[config.mk]
export PLATFORM = sky130hd
export DESIGN_NAME = bhs_queue
export DESIGN_NICKNAME = d
export VERILOG_FILES = /design/src/sv/bhs_pkg.sv /design/src/sv/bhs_queue.sv
export SDC_FILE = /design/constraint.sdc
export NUM_CORES = 1
export LEC_CHECK = 0
export ABC_AREA = 1
export ABC_CLOCK_PERIOD_IN_PS = 2300
export BUFFER_PORTS_ARGS = -buffer_cell sky130_fd_sc_hd__buf_2
export CORE_MARGIN = 2
export CORE_UTILIZATION = 56
export CTS_BUF_LIST = sky130_fd_sc_hd__clkbuf_2 sky130_fd_sc_hd__clkbuf_4 sky130_fd_sc_hd__clkbuf_8
export DETAILED_ROUTE_END_ITERATION = 8
export PLACE_DENSITY = 0.84
export SLEW_MARGIN = 30
export SYNTH_ARGS = -nofsm -noshare
export SYNTH_HDL_FRONTEND = slang
export SYNTH_SLANG_ARGS = --single-unit
[constraint.sdc]
create_clock -name aclk -period 2.3 [get_ports aclk]
set_input_delay 0.115 -clock aclk [delete_from_list [all_inputs] [get_ports aclk]]
set_output_delay 0.115 -clock aclk [all_outputs]
set_load 0.01 [all_outputs]
[src/sv/bhs_pkg.sv]
// bhs_pkg: shared types and constants for the bucketed hash set
// opcode and status codes, back-end state encoding, queue sizing
// no dependencies
`default_nettype none

package bhs_pkg;

    localparam int KEY_W = 64;
    localparam int Q_DEPTH = 2;
    localparam int Q_AW = 1;

    typedef enum logic {
        OP_LOOKUP = 1'b0,
        OP_INSERT = 1'b1
    } op_t;

    typedef enum logic [2:0] {
        ST_MISS      = 3'd0,
        ST_HIT       = 3'd1,
        ST_INSERTED  = 3'd2,
        ST_DUPLICATE = 3'd3,
        ST_FULL      = 3'd4
    } status_t;

    typedef struct packed {
        logic    present;
        status_t status;
    } result_t;

    typedef enum logic [1:0] {
        BK_CLEAR,
        BK_READ,
        BK_CHECK
    } back_state_t;

endpackage

`default_nettype wire

[src/sv/bhs_queue.sv]
// bhs_queue: short request queue between intake and execution
// depends on bhs_pkg
`default_nettype none

module bhs_queue #(
    parameter int WIDTH = 8
) (
    input  wire logic             aclk,
    input  wire logic             aresetn,
    input  wire logic             push,
    input  wire logic [WIDTH-1:0] wdata,
    output logic                  ready,
    input  wire logic             pop,
    output logic                  valid,
    output logic      [WIDTH-1:0] rdata
);
    import bhs_pkg::*;

    logic [WIDTH-1:0] entry_reg [Q_DEPTH];
    logic [Q_AW-1:0]  wr_ptr_reg, wr_ptr_next;
    logic [Q_AW-1:0]  rd_ptr_reg, rd_ptr_next;
    logic [Q_AW:0]    count_reg, count_next;

    assign ready = count_reg != (Q_AW+1)'(Q_DEPTH);
    assign valid = count_reg != '0;
    assign rdata = entry_reg[rd_ptr_reg];

    always_comb begin
        wr_ptr_next = push ? wr_ptr_reg + 1'b1 : wr_ptr_reg;
        rd_ptr_next = pop ? rd_ptr_reg + 1'b1 : rd_ptr_reg;
        count_next  = count_reg;
        if (push && !pop) begin
            count_next = count_reg + 1'b1;
        end else if (pop && !push) begin
            count_next = count_reg - 1'b1;
        end
    end

    always_ff @(posedge aclk) begin
        if (!aresetn) begin
            wr_ptr_reg <= '0;
            rd_ptr_reg <= '0;
            count_reg  <= '0;
        end else begin
            wr_ptr_reg <= wr_ptr_next;
            rd_ptr_reg <= rd_ptr_next;
            count_reg  <= count_next;
        end
    end

    always_ff @(posedge aclk) begin
        if (push) begin
            entry_reg[wr_ptr_reg] <= wdata;
        end
    end

endmodule

`default_nettype wire

==> reports/qor.txt, run 1 <==
Outcome -> finished, final reports clean
Hold Startpoint -> wdata[6]
Post-route cell area -> 1011 µm²
Setup bufs post-CTS -> 0
Max FO, Critical Path -> 8
Post-synth top area cell -> edfxtp_1
Site Rows -> 13
Vias per cell -> 4.951
# IOs -> 22
DR top layer -> met4
Yosys reg bits -> 21
Met1 WL -> 602 µm
Post-detail-place hpwl -> 971.2 µm
Syn Area/Cell -> 13.98 µm²
CTS Root Cell -> clkbuf_4
Post-route ant nets -> 0
Worst slew margin -> 57.13%
# setup viols final -> 0
R2R depth -> 1
WL met3 -> 90 µm
Pin count of the biggest net entering global routing -> 13
Worst setup EP type -> output pin
Vias in the first global route -> 506
Critical path launch point type -> flip-flop
FF-to-FF Start -> wr_ptr_reg
Die area -> 1768 µm²
CTS Buffer Depth -> 2
Worst slew pin tran -> 0.6406 ns
Top cell type's share of synthesized area -> 59.26%
Crit path DAT -> 1.38 ns
Worst Setup Path Type -> reg2out
Cells after Synth -> 58
Sink Count -> 21
Leakage -> 0.0004354 µW
Main synth FF type -> edfxtp_1
Fin. max-slew vios -> 0
CP Data Required Time -> 2.18 ns
Power Density -> 715.9 nW/µm²
Global-route wire length before repair -> 2.214 mm
Worst-Skew Late Latency -> 0.30 ns
Worst hold-check path type -> in2reg
Initial antenna violation count -> 0
Gr usage total -> 17.39%
Peak VDD IR -> 0.4600 mV
Post-synth top cells -> edfxtp_1, inv_1, mux2_2
P&R area growth vs syn -> 24.69%
# H-tree levels -> 1
Sequential area share after synthesis -> 71.60%
Syn nets -> 71
Total number of vias -> 510
Nets -> 102
Syn. warnings -> 0
Port Buffers -> 21
Setup TNS -> 0 ns
Routed met2 length -> 696 µm
Pre-antenna DRT Iters -> 5
Initial Util -> 60.79%
TritonCTS buffer count -> 3
RSZ-0062 raised after global routing -> false
Post-synth cell types -> 16
DIE HEIGHT -> 42.05 µm
Clk pin slew, worst setup/hold paths -> 0.11 ns
Fmax -> 667.4 MHz
Post-layout min period -> 1.498 ns
Die width -> 42.05 µm
Cell Area, Placed -> 923.4 µm²
Core area -> 1334 µm²
Most frequent cell after synthesis -> edfxtp_1
ANT cells -> 0
Final period util -> 65.15%
Hold Path Stages -> 1
WL final -> 1.404 mm
Max FFs per register -> 16
Fillers -> 90
CTS tree -> yes
DRT iter0 DRCs -> 11
Routability cong. -> 0.6871
FFs w/ async S/R, synth -> 0%
Number of flops mapped to enable cells by yosys -> 16
WL per Instance -> 13.63 µm
Max-Cap Viols -> 0
GRT overflow -> 0
Synth area leaders -> edfxtp_1, dfxtp_1, mux2_2, inv_1, nand2_1
Fraction of layout cells with a size suffix above 1 -> 39.77%
Remaining DRCs -> 0
Skew final -> 0.003719 ns
Synthesized area -> 810.8 µm²
Hold Vio Cnt, Final -> 0
[repair_timing]
action | in CTS | in global routing
hold buffers | 3 | 3
hold endpoints to repair | 6 | 6
gates resized for setup | 0 | 0
[cells in the final DEF (no fill, tap or decap)]
cell / n
a21oi_1: 1
buf_2: 21
clkbuf_4: 3
clkinv_2: 1
dfxtp_1: 5
dlygate4sd3_1: 6
edfxtp_1: 16
ha_1: 1
inv_1: 8
inv_2: 1
mux2_2: 8
nand2_1: 6
nand2_2: 1
nand3_1: 1
nand4_1: 1
nor2_1: 5
nor3_1: 1
o21ai_0: 1
xnor2_1: 1
[layout make-up]
type / instances / area [µm²] / area share, %
multi-input combinational: 27 / 185.2 / 18.32
inverter: 9 / 33.78 / 3.342
sequential: 21 / 580.6 / 57.43
timing repair buffer: 27 / 165.2 / 16.34
clock buffer: 3 / 22.52 / 2.228
tap: 15 / 18.77 / 1.856
clock inverter: 1 / 5.005 / 0.4950
[power by group]
group          switching, µW  internal [µW]
Sequential              15.2            434
Clock                    108           64.8
Combinational           50.2           52.0
Total                    173            551
[cell families (layout without fill, tap and decap cells)]
group                    Yosys count  count (layout)  share of synthesized area (%)
AO/OA/AOI/OAI                      2               2                          1.233
XOR/XNOR                           1               1                          1.080
adder cells (fa/ha/maj)            1               1                          1.543
buffers and inverters             10              40                          5.555
flip-flops                        21              21                          71.61
multiplexers                       8               8                          11.11
AND/OR/NAND/NOR                   15              15                          7.870
[path summary, 6_finish.rpt]
check | endpoint | slack, ns
setup / recovery | rdata[1] | 0.80
setup reg to reg | entry_reg[0][3] | 1.08
hold reg to reg | count_reg[0] | 0.51
hold / removal | entry_reg[0][6] | 0.005
[worst max-delay path, stage by stage, from the launching register on]
cell	delay [ns]
dfxtp_1	0.57
mux2_2	0.38
buf_2	0.14
[per-layer routing]
layer	up-vias	track usage [%]
met5	-	0
li1	256	-
met2	23	28.75
met4	0	7.500
met3	2	3.879
met1	229	22.12
[stage by stage]
step	util (%)	worst slack, ns	power [µW]	hold slack, ns	instances
2_1_floorplan	-	1.242	515.0	0.2139	58
3_3_place_gp	69.23	1.148	546.5	0.3053	93
3_5_place_dp	69.23	1.085	552.0	0.3100	93
4_1_cts	73.55	0.8058	722.7	0.003156	100
5_1_grt	75.80	0.7436	756.1	0.002321	103
6_report	75.80	0.8016	723.8	0.004796	103
Note: power is estimated with default switching activity, not from simulation.
==> inputs of run 2 (changes only) <==
ABC_AREA = 0   (was 1)
ABC_CLOCK_PERIOD_IN_PS = 1500   (was 2300)
CORE_UTILIZATION = 52   (was 56)
PLACE_DENSITY = 0.79   (was 0.84)
clock period = 1.5 ns   (was 2.3 ns; I/O delays follow)
==> reports/qor.txt, run 2 <==
Max FFs per register -> 16 (unchanged)
CTS Buffer Depth -> 2 (unchanged)
Post-layout min period -> 1.318 ns
Post-route ant nets -> 0 (unchanged)
Clk pin slew, worst setup/hold paths -> 0.11 ns (about the same)
Routability cong. -> 0.6400 (-6.9%)
Remaining DRCs -> 0 (unchanged)
Worst-Skew Late Latency -> 0.29 ns (about the same)
Outcome -> finished, final reports clean
Critical path launch point type -> flip-flop
Commonest non-fill, non-tap cell in the layout -> buf_2
Initial antenna violation count -> 0 (unchanged)
Leakage -> 0.0004169 µW (-4.2%)
# setup viols final -> 0 (unchanged)
Nets -> 94 (-7.8%)
Sink Count -> 21 (unchanged)
Core Util, Final -> 70.07% (-5.7 points)
ANT cells -> 0 (unchanged)
Initial Util -> 54.00% (-6.8 points)
Reg power frac -> 62.2% (+0.2 points)
Site Rows -> 14 (+1)
Pint -> 854.9 µW (+55%)
Pre-antenna DRT Iters -> 3 (-2)
Sequential cell area -> 581.8 µm² (+0.22%)
Post-synth top cells -> edfxtp_1, mux2_1, dfxtp_1
Number of flops mapped to enable cells by yosys -> 16 (unchanged)
Core area -> 1471 µm² (+10%)
Worst setup EP type -> output pin
Post-synth top area cell -> edfxtp_1
Power Density -> 1076 nW/µm² (+50%)
Global-route wire length before repair -> 2.097 mm (-5.3%)
P&R area growth vs syn -> 29.76%
Port Buffers -> 21 (unchanged)
Most frequent cell after synthesis -> edfxtp_1
FFs w/ async S/R, synth -> 0% (unchanged)
Overall power -> 1109 µW (+53%)
Fillers -> 104 (+16%)
Syn. warnings -> 0 (unchanged)
# H-tree levels -> 1 (unchanged)
Final period util -> 87.87%
Fmax -> 758.7 MHz
Syn nets -> 60 (-15%)
Die width -> 43.09 µm (+2.5%)
Gr usage total -> 16.91% (-0.49 points)
CP Data Required Time -> 1.42 ns (-0.76 ns)
Area of the multi-input gates -> 205.2 µm² (+11%)
Peak VDD IR -> 0.8237 mV (+79%)
Worst slew margin -> 76.44% (+19 points)
Post-synth cell types -> 16 (unchanged)
CTS Root Cell -> clkbuf_4
GRT overflow -> 0 (unchanged)
Cells after Synth -> 47 (-19%)
Worst Setup Path Type -> reg2out
DRT iter0 DRCs -> 5 (-6)
Max-Cap Viols -> 0 (unchanged)
Hold Vio Cnt, Final -> 0 (unchanged)
# IOs -> 22 (unchanged)
Vias in the first global route -> 454 (-10%)
DIE HEIGHT -> 43.09 µm (+2.5%)
Sw Share -> 22.91% (-1.0 points)
Top cell type's share of synthesized area -> 60.47% (+1.2 points)
RSZ-0062 raised after global routing -> false
Post-route cell area -> 1031 µm² (+2.0%)
Worst hold-check path type -> in2reg
CTS tree -> yes
Sw Pwr -> 254.0 µW (+47%)
Cell Area, Placed -> 922.1 µm² (-0.14%)
Sequential area share after synthesis -> 73.07% (+1.5 points)
TritonCTS buffer count -> 3 (unchanged)
Die area -> 1857 µm² (+5.0%)
Most frequent cells in the layout -> buf_2, edfxtp_1, mux2_1, dlygate4sd3_1
Syn Area/Cell -> 16.90 µm² (+21%)
Yosys reg bits -> 21 (unchanged)
Skew final -> 0.001188 ns (-0.002532 ns)
Crit path DAT -> 1.24 ns (-0.14 ns)
Worst slew pin tran -> 0.3534 ns (-0.2872 ns)
Setup TNS -> 0 ns (unchanged)
Fraction of layout cells with a size suffix above 1 -> 33.75% (-6.0 points)
Pin count of the biggest net entering global routing -> 13 (unchanged)
Synthesized area -> 794.5 µm² (-2.0%)
Vias per cell -> 4.813 (-2.8%)
Synth area leaders -> edfxtp_1, dfxtp_1, mux2_1, and2_1, xor2_1
WL final -> 1.342 mm (-4.4%)
Total number of vias -> 462 (-9.4%)
Main synth FF type -> edfxtp_1
Max FO, Critical Path -> 8 (unchanged)
Comb power frac -> 14.6% (+0.5 points)
Fin. max-slew vios -> 0 (unchanged)
Clock power share -> 23.2% (-0.7 points)
WL per Instance -> 13.98 µm (+2.6%)
run 2: changes by cell type after synthesis, sizes merged, moves of 2 or more:
cell   delta
and2      +4
inv       -8
nand2     -7
nor2      -5
nor2b     +2
xor2      +2
run 2: path summary, 6_finish.rpt:
| path | slack, ns | end | startpoint | depth (start not counted) |
|---|---|---|---|---|
| setup / recovery | 0.18 | rdata[7] | flip-flop | 2 |
| hold / removal | 0.03 | count_reg[0] | aresetn | 2 |
| setup reg to reg | 0.42 | count_reg[1] | count_reg[0] | 3 |
| hold reg to reg | 0.56 | count_reg[1] | count_reg[1] | 2 |
run 2: stage by stage:
stage,cells,hold WS (ns),setup WS [ns]
after CTS,96,0.03087,0.03799
after global placement,84,0.2641,0.4004
after detailed placement,84,0.2691,0.3178
final,96,0.02790,0.1820
after global routing,96,0.03614,0.1150
after floorplan,47,0.1739,0.3957
run 2: power groups by stage:
stage / Clock [µW] / Combinational, µW / Sequential [µW]
after floorplan: 0 / 93.1 / 690
after global placement: 0 / 140 / 699
after detailed placement: 0 / 147 / 703
after CTS: 264 / 164 / 690
after global routing: 285 / 177 / 696
final: 257 / 162 / 690
run 2: cell type report:
cell class | count | area share [%]
flip-flops and latches | 21 | 56.43
multi-input cells | 24 | 19.90
repair buffers | 30 | 18.69
clock buffers | 3 | 2.184
well taps | 16 | 1.942
clock inverters | 1 | 0.4854
inverters | 1 | 0.3641
run 2: timing repair:
item | CTS | global route
buffers inserted | 0 | 0
hold buffers | 8 | 0
setup endpoints to repair | 0 | 5
hold endpoints to repair | 16 | 0
resized for setup | 0 | 1
run 2: layer usage:
layer,share of wire [%],wire (µm),global-route usage (%)
met5,0,0,0
met4,1.0,14,9.091
met3,4.2,56,3.830
met1,36,478,17.28
met2,59,793,31.04
run 2: logic make-up (layout without fill, tap and decap cells):
| family | Yosys count | in the layout | share of synthesized area [%] |
|---|---|---|---|
| xor gates and xnor gates | 3 | 3 | 3.308 |
| buffers and inverters | 2 | 35 | 1.101 |
| adders and majority gates | 1 | 1 | 1.575 |
| DFF | 21 | 21 | 73.07 |
| muxes | 8 | 8 | 11.34 |
| AOI/OAI and AO/OA | 3 | 3 | 2.520 |
| and+or+nand+nor | 9 | 9 | 7.087 |
run 2: worst max-delay path, cell delays in order (launching register included):
cell	delay (ns)
dfxtp_2	0.45
mux2_1	0.35
buf_2	0.14
